===== config.mk =====
export PLATFORM = sky130hd
export DESIGN_NAME = hbs_front
export DESIGN_NICKNAME = d
export VERILOG_FILES = /design/src/hdl/hbs_pkg.sv /design/src/hdl/hbs_fifo.sv /design/src/hdl/hbs_front.sv
export SDC_FILE = /design/constraint.sdc
export NUM_CORES = 2
export LEC_CHECK = 0
export BUFFER_PORTS_ARGS = -buffer_cell sky130_fd_sc_hd__clkbuf_2
export CORE_ASPECT_RATIO = 0.7
export CORE_MARGIN = 1
export CORE_UTILIZATION = 45
export DETAILED_ROUTE_END_ITERATION = 10
export SKIP_LAST_GASP = 1
export SLEW_MARGIN = 15
export SYNTH_ARGS = -nofsm -noshare
export SYNTH_HDL_FRONTEND = slang
export SYNTH_SLANG_ARGS = --single-unit

===== constraint.sdc =====
create_clock -name clk -period 19.9 [get_ports clk]
set_input_delay 1.99 -clock clk [delete_from_list [all_inputs] [get_ports clk]]
set_output_delay 1.99 -clock clk [all_outputs]
set_load 0.01 [all_outputs]

===== src/hdl/hbs_pkg.sv =====
// Shared types, widths and helper functions for the heightmap bilinear sampler.
// Used by the top level and its front and back parts; depends on nothing else.
package hbs_pkg;

  localparam int MAX_DIM_DEF = 256;

  localparam int SIZE_W  = 9;
  localparam int INV_W   = 16;
  localparam int POS_W   = 20;
  localparam int HGT_W   = 16;
  localparam int ADDR_W  = 16;
  localparam int CELL_W  = 9;
  localparam int FRAC_W  = 8;
  localparam int LOCAL_W = CELL_W + FRAC_W;
  localparam int PROD_W  = POS_W + INV_W + 1;
  localparam int CFG_IDX_W  = 2;
  localparam int CFG_DATA_W = 16;

  localparam int MID_DEPTH = 4;
  localparam int OUT_DEPTH = 8;

  typedef enum logic [CFG_IDX_W-1:0] {
    CFG_GRID_WIDTH  = 2'd0,
    CFG_GRID_DEPTH  = 2'd1,
    CFG_INV_SPACING = 2'd2
  } cfg_reg_t;

  typedef enum logic {
    ACT_WRITE = 1'b0,
    ACT_QUERY = 1'b1
  } act_t;

  typedef struct packed {
    logic [SIZE_W-1:0] width;
    logic [SIZE_W-1:0] depth;
    logic [INV_W-1:0]  inv;
  } cfg_t;

  typedef struct packed {
    act_t                     action;
    logic [ADDR_W-1:0]        cell_index;
    logic signed [HGT_W-1:0]  height_value;
    logic signed [PROD_W-1:0] prod_x;
    logic signed [PROD_W-1:0] prod_z;
  } mid_item_t;

  // A size of zero acts as one; a size above the grid limit saturates to it.
  function automatic logic [SIZE_W-1:0] eff_size(input logic [SIZE_W-1:0] s,
                                                 input int max_dim);
    logic [SIZE_W-1:0] r;
    if (s == '0) begin
      r = SIZE_W'(1);
    end else if (int'(s) > max_dim) begin
      r = SIZE_W'(max_dim);
    end else begin
      r = s;
    end
    return r;
  endfunction

endpackage


===== src/hdl/hbs_fifo.sv =====
// Small first-in first-out queue built from registers, used between the parts
// of the heightmap sampler and for its results. No package dependency.
module hbs_fifo #(
  parameter int WIDTH = 16,
  parameter int DEPTH = 4
) (
  input  logic             clk,
  input  logic             rst,
  input  logic             push,
  input  logic [WIDTH-1:0] wdata,
  output logic             full,
  input  logic             pop,
  output logic [WIDTH-1:0] rdata,
  output logic             empty
);

  localparam int PTR_W = (DEPTH > 1) ? $clog2(DEPTH) : 1;
  localparam int CNT_W = $clog2(DEPTH + 1);

  logic [WIDTH-1:0] store [DEPTH];
  logic [PTR_W-1:0] wr_ptr;
  logic [PTR_W-1:0] rd_ptr;
  logic [CNT_W-1:0] count;
  logic             do_push;
  logic             do_pop;

  assign full    = (count == CNT_W'(DEPTH));
  assign empty   = (count == '0);
  assign do_push = push && !full;
  assign do_pop  = pop && !empty;
  assign rdata   = store[rd_ptr];

  always_ff @(posedge clk) begin
    if (do_push) begin
      store[wr_ptr] <= wdata;
    end
  end

  always_ff @(posedge clk) begin
    if (rst) begin
      wr_ptr <= '0;
      rd_ptr <= '0;
      count  <= '0;
    end else begin
      if (do_push) begin
        wr_ptr <= (wr_ptr == PTR_W'(DEPTH - 1)) ? '0 : wr_ptr + PTR_W'(1);
      end
      if (do_pop) begin
        rd_ptr <= (rd_ptr == PTR_W'(DEPTH - 1)) ? '0 : rd_ptr + PTR_W'(1);
      end
      if (do_push && !do_pop) begin
        count <= count + CNT_W'(1);
      end else if (!do_push && do_pop) begin
        count <= count - CNT_W'(1);
      end
    end
  end

endmodule


===== src/hdl/hbs_front.sv =====
// Front part of the heightmap sampler: takes items, scales query positions by
// the inverse cell spacing and queues them. Depends on hbs_pkg and hbs_fifo.
module hbs_front
  import hbs_pkg::*;
(
  input  logic                    clk,
  input  logic                    rst,
  input  cfg_t                    cfg,
  input  logic                    push,
  output logic                    full,
  input  logic                    action,
  input  logic [ADDR_W-1:0]       cell_index,
  input  logic signed [HGT_W-1:0] height_value,
  input  logic signed [POS_W-1:0] pos_x,
  input  logic signed [POS_W-1:0] pos_z,
  input  logic                    mid_pop,
  output mid_item_t               mid_item,
  output logic                    mid_empty
);

  mid_item_t                 item_in;
  logic signed [INV_W:0]     inv_s;
  logic [$bits(mid_item_t)-1:0] q_rdata;

  assign inv_s = $signed({1'b0, cfg.inv});

  always_comb begin
    item_in.action       = act_t'(action);
    item_in.cell_index   = cell_index;
    item_in.height_value = height_value;
    item_in.prod_x       = pos_x * inv_s;
    item_in.prod_z       = pos_z * inv_s;
  end

  hbs_fifo #(
    .WIDTH($bits(mid_item_t)),
    .DEPTH(MID_DEPTH)
  ) u_mid_q (
    .clk  (clk),
    .rst  (rst),
    .push (push),
    .wdata(item_in),
    .full (full),
    .pop  (mid_pop),
    .rdata(q_rdata),
    .empty(mid_empty)
  );

  assign mid_item = mid_item_t'(q_rdata);

endmodule


After elaboration in Yosys (flattened, before gate mapping)
Memory sizes are Yosys's and may differ from the RTL's. A register that Yosys moved wholly into a read port is not among the register bits.
Cells that the tools add are included.
{"block": "classes", "div_mod_pow": 0, "n_addsub": 4, "n_bitwise": 0, "n_eq_ne": 3, "multipliers": 2, "n_mux": 8, "n_reduce_logical": 10, "magnitude_cmp": 0, "shift": 0}
{"op": "$mul 20x17->37", "count": 2}
{"op": "$mux 2", "count": 4}
{"op": "$mux 3", "count": 2}
{"op": "$add 2x1->2 const B", "count": 2}
{"op": "$eq 2x2->1 const B", "count": 2}
{"op": "$logic_and 1x1->1", "count": 4}
{"op": "$logic_not 1->1", "count": 4}
{"op": "$add 3x1->3 const B", "count": 1}
{"op": "$eq 3x3->1 const B", "count": 1}
{"op": "$logic_not 3->1", "count": 1}
{"op": "$sub 3x1->3 const B", "count": 1}
{"op": "$mux 1", "count": 2}
{"op": "$reduce_bool 2->1", "count": 1}
{"block": "totals", "input_bits": 111, "latchBits": 0, "register_bits": 7, "mem_count": 1, "mem_bits_ro": 0, "word_cells": 31, "ramBits": 428, "output_inout_bits": 109}
{"name": "u_mid_q.store", "words": 4, "width": 107, "read_ports": 1, "rd_ports_with_merged_regs": 1, "wr": 1, "line_no": "hbs_fifo.sv:20", "text": "logic [WIDTH-1:0] store [DEPTH];"}

Depth between registers and ports, before layout
{"block": "depth", "ltp_word": 7, "mapped_depth": 24, "ltp_nobuf": 23}

Modules after synthesis
Synthesis repeated with hierarchy kept, for this count alone.
{"block": "unflattened", "cells_unflattened": 3391, "hier_area_um2": 40138.5}
{"module": "hbs_front", "seq_area_each_um2": 0.0, "instances": 1, "cells_each": 2782, "area_each_um2": 24248.3}
{"module": "hbs_fifo", "seq_area_each_um2": 13032.5, "instances": 1, "cells_each": 609, "area_each_um2": 15890.2}

Least setup slack after synthesis
No wires, ideal clock.
{"block": "synth_timing", "path_type": "input-to-reg", "from": "in pos_x[19]", "to": "mem u_mid_q.store[0][73] (netlist bit), data pin", "setup_ns": 0.273, "arrival_time_ns": 7.440, "t_required_ns": 19.627, "path_stages": 20, "slack_ns": 12.187, "n_path_buf": 1, "path_cell_list": "clkbuf_1 nand2_1 fa_1 fa_1 inv_1 fa_1 fa_1 fa_1 inv_1 fa_1 inv_1 ha_1 a21oi_1 o21ai_0 or2_2 o22ai_1 a21oi_2 a221oi_2 a21oi_1 xnor2_1"}
{"element": "start: declaration", "line_no": "hbs_front.sv:14", "text": "input logic signed [POS_W-1:0] pos_x,"}
{"element": "end: declaration", "line_no": "hbs_fifo.sv:20"}

==> impl_metrics.yaml <==
global_routing:
  grtUsageTotal: 0.191
  antenna_found_initial: 6
  grt_pass1_vias: 24900
  grt_max_degree: 61
  grt-ovfl-total: 0
  grt_pass1_wl_mm: 135
timing:
  hold_ws_ns: 0.533
  max_freq_mhz: 116
  slew_headroom: 0.268
  worst_pin_slew_ns: 1.10
  final.setup.tns_ns: 0
  period_needed_ns: 8.63
  period_share: 0.433
  rsz0062_at_grt: "false"
  finalWorstSetupSlack_ns: 11.27
  setup_viol: 0
  slew_violations: 0
  hold_viol_final: 0
  finalClockSkew_ns: 0.0302
logic_synthesis:
  syn_inst: 3378
  muxShareOfSynthArea: 0.0613
  yosys_register_bits: 437
  synthXorXnorAreaFrac: 0.0160
  ys_seq_area_frac: 0.326
  syn_area_per_cell_um2: 11.8
  syn-cell-area_um2: 40000
  synthDistinctLibCells: 75
  synth_fa_ha_area_frac: 0.382
  synth_top_family_by_area: "adder cells"
  synthFlopType: "edfxtp_1"
  synth-compound-area-share: 0.0291
  synth_warnings: 0
  synthSimpleGateAreaFrac: 0.0955
  synthArstFlopShare: 0
  syn-num-nets: 4324
  synth_edf_count: 428
clock_tree:
  post_cts_buffers: 0
  tritoncts: "built"
  htree_levels: 2
  insertion_delay_ns: 0.61
  root_buffer: "clkbuf_16"
  clock-sinks: 437
  cts_hold_buf: 0
  cts.reportedPaths.clkPinSlew_ns: 0.06
  cts_buffer_depth: 3
  cts_resized: 0
  cts_buffers: 46
detailed_routing:
  routedWlPerCell_um: 17.3
  drt_wl_total_mm: 81.3
  vias: 23800
  dr.pass1.iters: 7
  vias_per_cell: 5.04
  post-route-drc-count: 0
  drt_iter0_drc: 1453
  antenna_left: 0
final_layout:
  final_cell_mix: "inv_1, fa_1, edfxtp_1, nand2_1, and2_1"
  final_common_cell: "inv_1"
  design_area_um2: 43700
  drive_above_1_share: 0.118
  finalNetCount: 4462
  area_delta_synth_final_pct: 9.26
  diodes: 0
worst_setup_path:
  critPathCaptureType: "flip-flop"
  required_ns: 20.28
  worstPathArrival_ns: 9.00
  r2r_slack_ns: 16.70
  crit_path_start_kind: "primary input"
  path_max_fanout: 40
  path_class: "primary input to flip-flop"
placed_design:
  io_buffer_count: 201
  place_ws_ns: 10.72
  gp_congestion: 0.833
  placed_area_um2: 42100
  dp_hpwl_mm: 59.9
min_path:
  hold_path.class: "flip-flop to flip-flop"
floorplan:
  fp.dieW_um: 358
  dieArea_um2: 90100
  initial_core_util: 0.454
  ioPinCount: 220
  die_y_um: 251
  num_rows: 91
  core_um2: 88000
flow_run:
  cap_violations: 0
run_status:
  status: "finished clean"
through the flow:
| step | std cells | util |
|---|---|---|
| CTS | 4714 | 0.496 |
| global route | 4714 | 0.496 |
| floorplan | 3378 | - |
| finish | 4714 | 0.496 |
| detailed placement | 4630 | 0.479 |
| global placement | 4630 | 0.479 |
cell families (layout without fill, tap and decap cells):
family	Yosys count	in the layout
xor gates and xnor gates	73	73
buffers and inverters	960	1134
muxes	111	111
DFF	437	437
adders and majority gates	835	835
AOI/OAI and AO/OA	167	167
and+or+nand+nor	795	795
worst paths after layout:
kind,startpoint,cells after the start,end
max reg2reg,u_mid_q.count[0]$_SDFFE_PP0P_,5,u_mid_q.store[2][72]$_DFFE_PP_
max,cfg[2],20,u_mid_q.store[0][71]$_DFFE_PP_
min reg2reg,u_mid_q.count[2]$_SDFFE_PP0P_,2,u_mid_q.count[2]$_SDFFE_PP0P_
min,u_mid_q.count[2]$_SDFFE_PP0P_,2,u_mid_q.count[2]$_SDFFE_PP0P_
layout make-up:
| type | count | area, um2 |
|---|---|---|
| Clock buffer | 61 | 1240 |
| Clock inverter | 23 | 334 |
| Fill cell | 7963 | 44300 |
| Inverter | 827 | 3100 |
| Multi-Input combinational cell | 1981 | 23400 |
| Sequential cell | 437 | 13000 |
| Tap cell | 1162 | 1450 |
| Timing Repair Buffer | 223 | 1170 |
worst max-delay path: stages:
cell      delay [ns]
clkbuf_2        0.77
nand2_1         0.32
fa_1            0.80
fa_1            0.49
inv_1           0.31
fa_1            0.51
fa_1            0.51
fa_1            0.49
inv_1           0.05
fa_1            0.47
inv_1           0.04
ha_1            0.34
a21oi_1         0.09
o21ai_0         0.60
or2_2           0.22
o22ai_1         0.08
a21oi_2         0.32
a221oi_2        0.12
and2b_1         0.19
xnor2_1         0.27
registers in the layout, summed over array words and instances, names as in the netlist, named ones only:
register        flops
u_mid_q.count       3
u_mid_q.rd_ptr      2
u_mid_q.store     428
u_mid_q.wr_ptr      2
synthesized netlist by cell type (all sizes together) (13+ instances only):
cell type | n | share of area
a21o | 23 | 0.0043
a21oi | 53 | 0.0067
and2 | 258 | 0.040
buf | 13 | 0.0015
clkbuf | 120 | 0.011
edfxtp | 428 | 0.32
fa | 643 | 0.32
ha | 192 | 0.060
inv | 827 | 0.078
mux4 | 107 | 0.060
nand2 | 426 | 0.040
nor2 | 42 | 0.0039
nor3 | 13 | 0.0016
o21ai | 23 | 0.0030
xnor2 | 54 | 0.012
xor2 | 19 | 0.0042
per-layer routing:
layer / vias to the layer above / wire, um / track usage / share of wire
met5: - / 83 / 0 / 0.0010
met4: 12 / 1030 / 0.0319 / 0.013
met3: 73 / 4120 / 0.0299 / 0.051
met2: 440 / 37000 / 0.294 / 0.45
met1: 12500 / 39100 / 0.289 / 0.48
li1: 10800 / - / - / -
Power is not shown: default switching activity piles up to over one toggle a cycle in this logic, so the estimate is an artifact.
