**src/hdl/hbs_fifo.sv**
```systemverilog
// Small first-in first-out queue built from registers, used between the parts
// of the heightmap sampler and for its results. No package dependency.
module hbs_fifo #(
  parameter int WIDTH = 16,
  parameter int DEPTH = 4
) (
  input  logic             clk,
  input  logic             rst,
  input  logic             push,
  input  logic [WIDTH-1:0] wdata,
  output logic             full,
  input  logic             pop,
  output logic [WIDTH-1:0] rdata,
  output logic             empty
);

  localparam int PTR_W = (DEPTH > 1) ? $clog2(DEPTH) : 1;
  localparam int CNT_W = $clog2(DEPTH + 1);

  logic [WIDTH-1:0] store [DEPTH];
  logic [PTR_W-1:0] wr_ptr;
  logic [PTR_W-1:0] rd_ptr;
  logic [CNT_W-1:0] count;
  logic             do_push;
  logic             do_pop;

  assign full    = (count == CNT_W'(DEPTH));
  assign empty   = (count == '0);
  assign do_push = push && !full;
  assign do_pop  = pop && !empty;
  assign rdata   = store[rd_ptr];

  always_ff @(posedge clk) begin
    if (do_push) begin
      store[wr_ptr] <= wdata;
    end
  end

  always_ff @(posedge clk) begin
    if (rst) begin
      wr_ptr <= '0;
      rd_ptr <= '0;
      count  <= '0;
    end else begin
      if (do_push) begin
        wr_ptr <= (wr_ptr == PTR_W'(DEPTH - 1)) ? '0 : wr_ptr + PTR_W'(1);
      end
      if (do_pop) begin
        rd_ptr <= (rd_ptr == PTR_W'(DEPTH - 1)) ? '0 : rd_ptr + PTR_W'(1);
      end
      if (do_push && !do_pop) begin
        count <= count + CNT_W'(1);
      end else if (!do_push && do_pop) begin
        count <= count - CNT_W'(1);
      end
    end
  end

endmodule

```
**config.mk**
```make
export PLATFORM = sky130hd
export DESIGN_NAME = hbs_fifo
export DESIGN_NICKNAME = d
export VERILOG_FILES = /design/src/hdl/hbs_fifo.sv
export SDC_FILE = /design/constraint.sdc
export NUM_CORES = 1
export LEC_CHECK = 0
export ABC_AREA = 1
export BUFFER_PORTS_ARGS = -buffer_cell sky130_fd_sc_hd__buf_2
export CORE_MARGIN = 1.5
export CORE_UTILIZATION = 38
export CTS_BUF_LIST = sky130_fd_sc_hd__clkbuf_16
export DETAILED_ROUTE_END_ITERATION = 8
export GPL_ROUTABILITY_DRIVEN = 0
export PLACE_DENSITY = 0.62
export SYNTH_ARGS = -nofsm -noshare
export SYNTH_HDL_FRONTEND = slang
export SYNTH_SLANG_ARGS = --single-unit
```
**constraint.sdc**
```tcl
create_clock -name clk -period 2.04 [get_ports clk]
set_input_delay 0.408 -clock clk [delete_from_list [all_inputs] [get_ports clk]]
set_output_delay 0.408 -clock clk [all_outputs]
set_load 0.02 [all_outputs]
```
Word-level counts from Yosys, hierarchy flattened
Memory sizes are Yosys's and may differ from the RTL's. A register that Yosys moved wholly into a read port is not among the register bits.
Cells that the tools add are included.
- register bits: 7
- RAM bits: 64
- bits of input ports: 20
- output and inout port bits: 18
- memories kept: 1
- memory list (name ; words ; width ; read ports ; clocked after Yosys merged registers in ; wr ports ; line ; source):
    store ; 4 ; 16 ; 1 ; 1 ; 1 ; 20 ; logic [WIDTH-1:0] store [DEPTH];
- add/subtract/negate cells: 4
- equality and inequality tests: 3
- multiplexer cells: 8
- reduce and logical (&&, ||, !) cells: 10
- operator list (kind ; number):
    $mux 2 ; 4
    $mux 3 ; 2
    $add 2x1->2 const B ; 2
    $eq 2x2->1 const B ; 2
    $logic_and 1x1->1 ; 4
    $logic_not 1->1 ; 4
    $add 3x1->3 const B ; 1
    $eq 3x3->1 const B ; 1
    $logic_not 3->1 ; 1
    $sub 3x1->3 const B ; 1
    $mux 1 ; 2
    $reduce_bool 2->1 ; 1

Longest topological paths before layout
Gate-level depths: netlist of run 1.
- word-level depth: 7
- mapped depth: 13
- depth with buffers taken out: 13

Worst setup path before layout of run 1
No wires, ideal clock.
- kind: flip-flop to flip-flop
- start: register count[0]
- end: memory store[0][0] (enable)
- setup time: 0.389 ns
- arrival time: 1.356 ns
- data required time: 1.651 ns
- setup slack: 0.296 ns
- cell stages (with the launch flop): 5
- buffers on the path: 0
- cells stage by stage: dfxtp_1 -> nor2_1 -> nand2_1 -> nand2_2 -> nor2_1
- word-level cells in the longest chain between the ends: 5
- RTL lines (element ; line ; source):
    start: declaration ; 23 ; logic [CNT_W-1:0] count;
    start signal: assignment ; 52 ; count <= count + CNT_W'(1);
    start signal: assignment ; 54 ; count <= count - CNT_W'(1);
    $eq 3x3->1 ; 27 ; assign full = (count == CNT_W'(DEPTH));
    $logic_not 1->1 ; 29 ; assign do_push = push && !full;
    $logic_and 1x1->1 ; 29 ;
    $mux 1 ; 34 ; if (do_push) begin
    $mux 1 (not written as such) ; 35 ; store[wr_ptr] <= wdata;
    end: declaration ; 20 ;
No other way between the ends.

==> reports/results.ini, run 1 <==
[setup_path]
crit_arrival_ps=1540
cpPeakStageDelay_ps=490
cp_slowest_cell=sky130_fd_sc_hd__dfxtp_1
worstPathMaxFanout=11
critical_path_required_ps=1630
worstSetupStartpointType=flip-flop
endpoint_kind=output port
criticalPathCategory=reg -> out
crit_chain=buf_4 > o21ai_1 > o22ai_1 > buf_2

[clocking]
cts_post_setup_buffers_inserted=0
htreeDepth=3
clock_sink_count=73
clockRootBuffer=sky130_fd_sc_hd__clkbuf_16
worst_skew_pair.late_latency_ps=320
ctsLongestPathBuffers=2
cts_hold_repair.buffers=0
clkTransAtPathRegs_ps=50
cts_tree=done
cts_inserted_buffers=9

[yosys]
synth.distinct_cells=19
ys_seq_elements=73
synthesis.area_per_instance_um2=12.7
synth.yosys.warnings=0
synth.top_cells.by_area=sky130_fd_sc_hd__edfxtp_1 (67%), sky130_fd_sc_hd__nor2_1 (6.4%), sky130_fd_sc_hd__dfxtp_1 (6.3%)
post-synth-top-area-fraction_pct=67.2
synth_top_area_cell=sky130_fd_sc_hd__edfxtp_1
synth_cells=225
seq_area_frac_synth_pct=73.5
synth_nets=252
mappedNetlistArea_um2=2860

[layout]
area.growth.synth_to_final_pct=21.8
layout.cell_area.non_filler_um2=3480
ff_latch_area_um2=2100
final_layout_size_suffix_gt1_share_pct=22.7
n_antenna_cell=0
layout.cells.most_common_list=sky130_fd_sc_hd__edfxtp_1 (64), sky130_fd_sc_hd__nor2_1 (49), sky130_fd_sc_hd__buf_2 (37)
total_of_fill_cells_in_the_finished_design=651
final_nets=301
multi_input_comb_area_um2=644
most_common_cell_after_layout_fill_and_taps_aside=sky130_fd_sc_hd__edfxtp_1
final-instance-count-excl-fill=377

[die]
floorplan.initialDensity_pct=39.4
fp.coreArea_um2=7250
die_area_um2=8050
io_pins=38
rows=31
die_h_um=89.7
horizontal_extent_of_the_die_um=89.7

[sta]
min_period_over_period_pct=95.3
post-route-min-period_ps=1940
worst_slew_margin_rel_pct=79.9
timing.final.ws_setup_ps=96.7
final.setup_skew_ps=5.06
hold-worst-slack_ps=245
worst_slew_pin_slew_ps=300
setup_repair_after_global_routing_missed_its_margin=false
fin_max_slew_vios=0
maxClockFrequency_mhz=515
tns_ps=0
final-setup-viol-count=0
hold_violations=0

[placed_design]
detailedPlace.worstSlack_ps=203
place.detailed.hpwl_um=3420
placed_cells=362
postPlaceCellArea_um2=3200
port_buffers=37

[routing]
number_of_remaining_drc_errors=0
vias=1799
drtIter0Drc=92
routed_antenna_nets=0
avgRoutedWirePerCell_um=14.1
avgViaCountPerCell=4.77
detail_route.first_pass.iterations=4
detail_route.wirelength_um=5320

[grt]
vias_in_the_first_global_route=1794
overflow=0
grtUsageTotal_pct=14.2
initial_antenna_violation_count=0
grt_start_max_net_pins=23
grt_pass1_wl_um=8730

[flow_run]
drv_cap=0

[pwr]
maximum_vdd_drop_uv=753
cellPowerDensity_nw_per_um2=1390
leakagePower_nw=1.34

[min_path]
worstHoldPathType=in -> reg

[status]
outcome=completed

[synth_stat cells]
master / number
sky130_fd_sc_hd__o21ai_0: 5
sky130_fd_sc_hd__buf_2: 6
sky130_fd_sc_hd__nand2_1: 13
sky130_fd_sc_hd__o22ai_1: 16
sky130_fd_sc_hd__buf_4: 2
sky130_fd_sc_hd__nand2_2: 1
sky130_fd_sc_hd__xor2_1: 1
sky130_fd_sc_hd__inv_1: 16
sky130_fd_sc_hd__edfxtp_1: 64
sky130_fd_sc_hd__fa_1: 1
sky130_fd_sc_hd__nor2_1: 49
sky130_fd_sc_hd__a21oi_1: 2
sky130_fd_sc_hd__nand3_1: 1
sky130_fd_sc_hd__dfxtp_1: 9
sky130_fd_sc_hd__nand3b_1: 2
sky130_fd_sc_hd__o21ai_1: 28
sky130_fd_sc_hd__ha_1: 6
sky130_fd_sc_hd__inv_2: 2
sky130_fd_sc_hd__nand4_1: 1
[repair_timing]
item / in CTS / in global routing
setup endpoints to repair: 0 / 2
gates resized for setup: 0 / 2
endpoints found under the hold margin: 0 / 0
[worst max-delay path, delay by kind of cell, from the launching register on]
kind	cells	cell delay, ps
flops	1	490
buf+inv	2	450
compound gates	2	270
[cell type report]
type	count	area share, %
sequential	73	60.4
multi-input combinational	126	18.5
timing repair buffer	46	7.62
clock buffer	9	6.47
tap	99	3.56
inverter	18	1.94
clock inverter	6	1.47
[state kept, by name (all words and copies together) (netlist names), named ones only]
signal and count:
wr_ptr 2, rd_ptr 2, store 64, count 3
[kinds of logic after synthesis]
kind of cell | count (synthesis) | synth area share (%)
DFF | 73 | 73.5
adders and majority gates | 7 | 3.33
and+or+nand+nor | 67 | 9.28
buffers and inverters | 26 | 3.94
xor gates and xnor gates | 1 | 0.306
AOI/OAI and AO/OA | 51 | 9.63
[routing by layer]
layer | GRT usage (%) | up-vias | part of all wire (%)
li1 | - | 899 | -
met3 | 3.98 | 6 | 5.2
met1 | 18.0 | 859 | 48
met4 | 7.01 | 0 | 0.90
met5 | 0 | - | 0
met2 | 22.3 | 35 | 46
[path summary, 6_finish.rpt]
| kind | startpoint | endpoint | slack (ps) | cells past startpoint |
|---|---|---|---|---|
| min | rst | count[0]$_SDFFE_PP0P_ | 250 | 2 |
| max reg2reg | count[1]$_SDFFE_PP0P_ | count[1]$_SDFFE_PP0P_ | 210 | 9 |
| min reg2reg | count[1]$_SDFFE_PP0P_ | count[1]$_SDFFE_PP0P_ | 510 | 2 |
| max | flip-flop | rdata[4] | 100 | 4 |
[through the flow]
| stage | util, % | power [mW] |
|---|---|---|
| 5_1_grt | 48.0 | 5.13 |
| 3_5_place_dp | 44.2 | 3.45 |
| 3_3_place_gp | 44.2 | 3.42 |
| 4_1_cts | 48.0 | 4.91 |
| 2_1_floorplan | - | 2.95 |
| 6_report | 48.0 | 4.85 |
[where the power goes]
part	total [mW]	switching (mW)	internal, mW
Combinational	1.47	0.970	0.504
Sequential	1.94	0.0965	1.84
Clock	1.44	0.520	0.920
Total	4.85	1.59	3.27
Note: power is estimated with default switching activity, not from simulation.
==> inputs of run 2 (changes only) <==
--- a/config.mk
+++ b/config.mk
@@ -7,12 +7,13 @@
 export LEC_CHECK = 0
 export ABC_AREA = 1
 export BUFFER_PORTS_ARGS = -buffer_cell sky130_fd_sc_hd__buf_2
+export CAP_MARGIN = 20
 export CORE_MARGIN = 1.5
-export CORE_UTILIZATION = 38
+export CORE_UTILIZATION = 56
 export CTS_BUF_LIST = sky130_fd_sc_hd__clkbuf_16
 export DETAILED_ROUTE_END_ITERATION = 8
 export GPL_ROUTABILITY_DRIVEN = 0
-export PLACE_DENSITY = 0.62
+export PLACE_DENSITY = 0.84
 export SYNTH_ARGS = -nofsm -noshare
 export SYNTH_HDL_FRONTEND = slang
 export SYNTH_SLANG_ARGS = --single-unit
==> run 2 against run 1 <==
  * Count of clock-buffer cells in the layout increased by 1
  * Global-route usage increased by 6.7 points
  * Clock skew decreased by 0.53 ps
  * Register-to-register slack worse by 70 ps
  * Setup slack better by 34 ps
  * Critical path type unchanged
  * Largest power group unchanged
  * Highest routed layer unchanged
==> reports/results.ini, run 2 (synthesis results as in run 1) <==
[clocking]
htreeDepth=3
ctsLongestPathBuffers=2
cts_tree=done
clkTransAtPathRegs_ps=50
clock_sink_count=73
clockRootBuffer=sky130_fd_sc_hd__clkbuf_16
cts_hold_repair.buffers=0
worst_skew_pair.late_latency_ps=330
cts_inserted_buffers=9

[layout]
layout.cells.most_common_list=sky130_fd_sc_hd__edfxtp_1 (64), sky130_fd_sc_hd__nor2_1 (49), sky130_fd_sc_hd__buf_2 (37)
multi_input_comb_area_um2=644
total_of_fill_cells_in_the_finished_design=338
final_layout_size_suffix_gt1_share_pct=23.2
final_nets=298
ff_latch_area_um2=2100
largest_register_ff_count=64
most_common_cell_after_layout_fill_and_taps_aside=sky130_fd_sc_hd__edfxtp_1
area.growth.synth_to_final_pct=20.4
max_flop_register=store
biggestRegsByFlops=store (64), count (3)
n_antenna_cell=0

[flow_run]
drv_cap=0

[grt]
grt_pass1_wl_um=8050
grtUsageTotal_pct=20.9
vias_in_the_first_global_route=1802
grt_start_max_net_pins=33
initial_antenna_violation_count=0
overflow=0

[die]
die_area_um2=5540
die_h_um=74.5
floorplan.initialDensity_pct=59.4
io_pins=38
fp.coreArea_um2=4820
rows=25
horizontal_extent_of_the_die_um=74.5

[routing]
detail_route.first_pass.iterations=4
number_of_remaining_drc_errors=0
detail_route.wirelength_um=5350
vias=1825
routed_antenna_nets=0
drtIter0Drc=116
avgRoutedWirePerCell_um=15.6
avgViaCountPerCell=5.32

[pwr]
leakagePower_nw=1.34
design_power_total_mw=4.94
cellPowerDensity_nw_per_um2=1440
maximum_vdd_drop_uv=966

[sta]
final-setup-viol-count=0
maxClockFrequency_mhz=524
tns_ps=0
final.setup_skew_ps=4.52
hold_violations=0
worst_slew_margin_rel_pct=78.3
min_period_over_period_pct=93.6
setup_repair_after_global_routing_missed_its_margin=false
post-route-min-period_ps=1910
fin_max_slew_vios=0
worst_slew_pin_slew_ps=326

[setup_path]
criticalPathCategory=reg -> out
critical_path_required_ps=1630
cp_num_cells=4
cp_slowest_cell=sky130_fd_sc_hd__dfxtp_1
worstPathMaxFanout=32
cpPeakStageDelay_ps=390
endpoint_kind=output port
crit_arrival_ps=1500
path_buf_inv=2
crit_chain=buf_6 > o21ai_1 > o22ai_1 > buf_2
worstSetupStartpointType=flip-flop
critPathTopFamily=buffers and inverters
worst_r2r_path_depth=9
critical_path.reg2reg.startpoint=count[1]$_SDFFE_PP0P_

[min_path]
hold_path_depth=2
worstHoldStart=rst
worstHoldPathType=in -> reg

[placed_design]
place.detailed.hpwl_um=3170
port_buffers=37

[status]
outcome=completed

run 2: final timing paths:
| path | slack (ps) | end |
|---|---|---|
| worst min register to register | 510 | flip-flop |
| worst min-delay path | 250 | count[0]$_SDFFE_PP0P_ |
| worst max register to register | 140 | count[1]$_SDFFE_PP0P_ |
| worst max-delay path | 130 | rdata[1] |
run 2: per-layer routing:
layer | part of all wire, % | vias up | global-route usage, %
met5 | 0 | - | 0
met4 | 0.50 | 0 | 8.69
met3 | 5.8 | 3 | 8.27
met2 | 55 | 49 | 36.2
met1 | 39 | 884 | 22.8
li1 | - | 889 | -
run 2: cell type report:
cell class	count	share of cell area (%)
repair buffers	43	6.80
clock inverters	6	1.60
multi-input cells	126	18.7
inverters	18	2.04
flip-flops and latches	73	61.1
well taps	67	2.44
clock buffers	10	7.27
run 2: power breakdown:
| group | total [mW] | internal, mW | switching [mW] | leakage (nW) |
|---|---|---|---|---|
| registers | 1.94 | 1.84 | 0.104 | 0.662 |
| clock network | 1.57 | 1.01 | 0.562 | 0.157 |
| logic | 1.43 | 0.470 | 0.960 | 0.520 |
run 2: stage by stage:
stage	instances	cell area [um2]	worst slack, ps	utilization (%)	hold slack, ps
finish	343	3440	130	71.5	246
detailed placement	327	3130	180	64.9	512
global placement	327	3130	285	64.9	514
CTS	343	3430	37.4	71.3	234
global route	343	3440	6.21	71.5	237
floorplan	225	2860	296	-	480
run 2: timing repair:
item                                    CTS  global route
endpoints found under the setup margin    0            12
resized for setup                         0             5
buffers inserted                          0             0
==> inputs of run 3 (changes only) <==
--- a/config.mk
+++ b/config.mk
@@ -14,6 +14,7 @@
 export DETAILED_ROUTE_END_ITERATION = 8
 export GPL_ROUTABILITY_DRIVEN = 0
 export PLACE_DENSITY = 0.84
+export SETUP_SLACK_MARGIN = 0.4
 export SYNTH_ARGS = -nofsm -noshare
 export SYNTH_HDL_FRONTEND = slang
 export SYNTH_SLANG_ARGS = --single-unit
==> run 3 against run 2 <==
  * Global-route usage rose by 3.2 points
  * Worst hold slack lost 12 ps
  * Sequential share of layout area shrank 4.4 points
  * Wire length rose by 12%
  * Clock skew is 1.9 ps higher
  * Count of clock-buffer cells in the layout down 1
  * Setup slack better by 100 ps
  * Sequential cell count did not move
  * Critical endpoint is now rdata[2]
  * Power grew 13%
  * Final area is 8.4% higher
  * Highest routed layer unchanged
  * Via count rose by 6.1%
  * First-iteration DRC count is 34% higher
==> reports/results.ini, run 3 (synthesis results as in run 1) <==
[clocking]
clkTransAtPathRegs_ps=60
htreeDepth=3
cts_inserted_buffers=9
ctsLongestPathBuffers=2
clock_sink_count=73
worst_skew_pair.late_latency_ps=330
cts_tree=done
clockRootBuffer=sky130_fd_sc_hd__clkbuf_16

[grt]
initial_antenna_violation_count=0
grt_start_max_net_pins=33
grtUsageTotal_pct=24.1
grt_pass1_wl_um=9160
vias_in_the_first_global_route=1862
overflow=0

[min_path]
worstHoldPathType=in -> reg
hold_path_depth=2

[sta]
min_period_over_period_pct=88.7
setup_repair_after_global_routing_missed_its_margin=true
final.setup_skew_ps=6.39
post-route-min-period_ps=1810
final-setup-viol-count=0
maxClockFrequency_mhz=552
hold_violations=0
worst_slew_pin_slew_ps=271
tns_ps=0
fin_max_slew_vios=0
worst_slew_margin_rel_pct=81.9

[pwr]
clkPwrFrac_pct=30.0
total_switching_power_mw=1.84
leakagePower_nw=1.44
maximum_vdd_drop_uv=967
share_comb_of_total_power_pct=34.6
pwr-share-seq_pct=35.4
cellPowerDensity_nw_per_um2=1490
intPower_mw=3.73
sw_frac_of_total_pct=33.0

[layout]
most_common_cell_after_layout_fill_and_taps_aside=sky130_fd_sc_hd__edfxtp_1
total_of_fill_cells_in_the_finished_design=300
final_layout_size_suffix_gt1_share_pct=33.0
area.growth.synth_to_final_pct=30.5
largest_register_ff_count=64
final_nets=313
layout.cells.most_common_list=sky130_fd_sc_hd__edfxtp_1 (64), sky130_fd_sc_hd__nor2_1 (48), sky130_fd_sc_hd__buf_4 (28)
biggestRegsByFlops=store (64), count (3)
utilization_pct=77.5
n_antenna_cell=0
max_flop_register=store

[routing]
avgRoutedWirePerCell_um=16.8
drtIter0Drc=156
avgViaCountPerCell=5.41
vias=1937
met3RoutedLength_um=437
routed_antenna_nets=0
topRoutingLayerUsed=met4
detail_route.first_pass.iterations=4
number_of_remaining_drc_errors=0
routedLengthMet1_um=2430
detail_route.wirelength_um=6000
met2_wirelength_um=3040

[setup_path]
crit_arrival_ps=1400
criticalPathCategory=reg -> out
critical_path_required_ps=1630
endpoint_kind=output port
worst_r2r_path_depth=9
worstPathMaxFanout=6
worstSetupStartpointType=flip-flop

[status]
outcome=completed

[placed_design]
place.detailed.hpwl_um=3160
port_buffers=37

[die]
io_pins=38
horizontal_extent_of_the_die_um=74.5
floorplan.initialDensity_pct=59.4
fp.coreArea_um2=4820
rows=25
die_h_um=74.5
die_area_um2=5540

[flow_run]
drv_cap=0

==> run 3: final cells by class <==
type                       count  area [um2]  share of cell area (%)
multi-input combinational    126         713                    19.1
clock inverter                 7        95.1                    2.55
clock buffer                   9         225                    6.03
sequential                    73        2120                    56.7
tap                           67        83.8                    2.25
timing repair buffer          58         418                    11.2
inverter                      18        80.1                    2.15
==> run 3: path summary, 6_finish.rpt <==
path | start | to | slack [ps]
max | flip-flop | rdata[2] | 230
min | rst | count[0]$_SDFFE_PP0P_ | 230
max reg2reg | count[1]$_SDFFE_PP0P_ | count[1]$_SDFFE_PP0P_ | 380
min reg2reg | wr_ptr[1]$_SDFFE_PP0P_ | wr_ptr[1]$_SDFFE_PP0P_ | 560
==> run 3: stage by stage <==
stage / setup WS (ps) / instances / hold WS (ps) / power, mW / cell area [um2]
after floorplan: 345 / 225 / 473 / 2.96 / 2870
after global placement: 345 / 328 / 527 / 3.35 / 3140
after detailed placement: 245 / 328 / 545 / 3.41 / 3140
after CTS: 256 / 351 / 227 / 5.32 / 3600
after global routing: 194 / 358 / 233 / 5.83 / 3730
final: 230 / 358 / 234 / 5.57 / 3730
==> run 3: routing by layer <==
layer | vias to the layer above | track usage [%]
met3 | 7 | 9.49
met4 | 0 | 10.3
met2 | 68 | 38.6
met5 | - | 0
li1 | 921 | -
met1 | 941 | 29.2
==> run 3: repair_timing <==
item | 4_1_cts | 5_1_grt
endpoints found under the setup margin | 18 | 20
setup buffers | 6 | 7
gates cloned | 1 | 0
hold buffers | 0 | 0
hold endpoints to repair | 0 | 0
pin swaps | 6 | 13
resized for setup | 32 | 28
==> run 3: power groups by stage <==
stage	Sequential, mW	Combinational [mW]	Clock, mW
global placement	1.96	1.39	0
global route	1.99	2.09	1.76
floorplan	1.95	1.02	0
CTS	1.97	1.66	1.69
finish	1.97	1.93	1.67
detailed placement	1.97	1.45	0
==> run 3: critical path, stage by stage, from the launching register on <==
cell and delay (ps):
sky130_fd_sc_hd__dfxtp_4 420, sky130_fd_sc_hd__buf_8 140, sky130_fd_sc_hd__buf_6 120, sky130_fd_sc_hd__o21ai_2 50, sky130_fd_sc_hd__o22ai_1 180, sky130_fd_sc_hd__buf_4 170
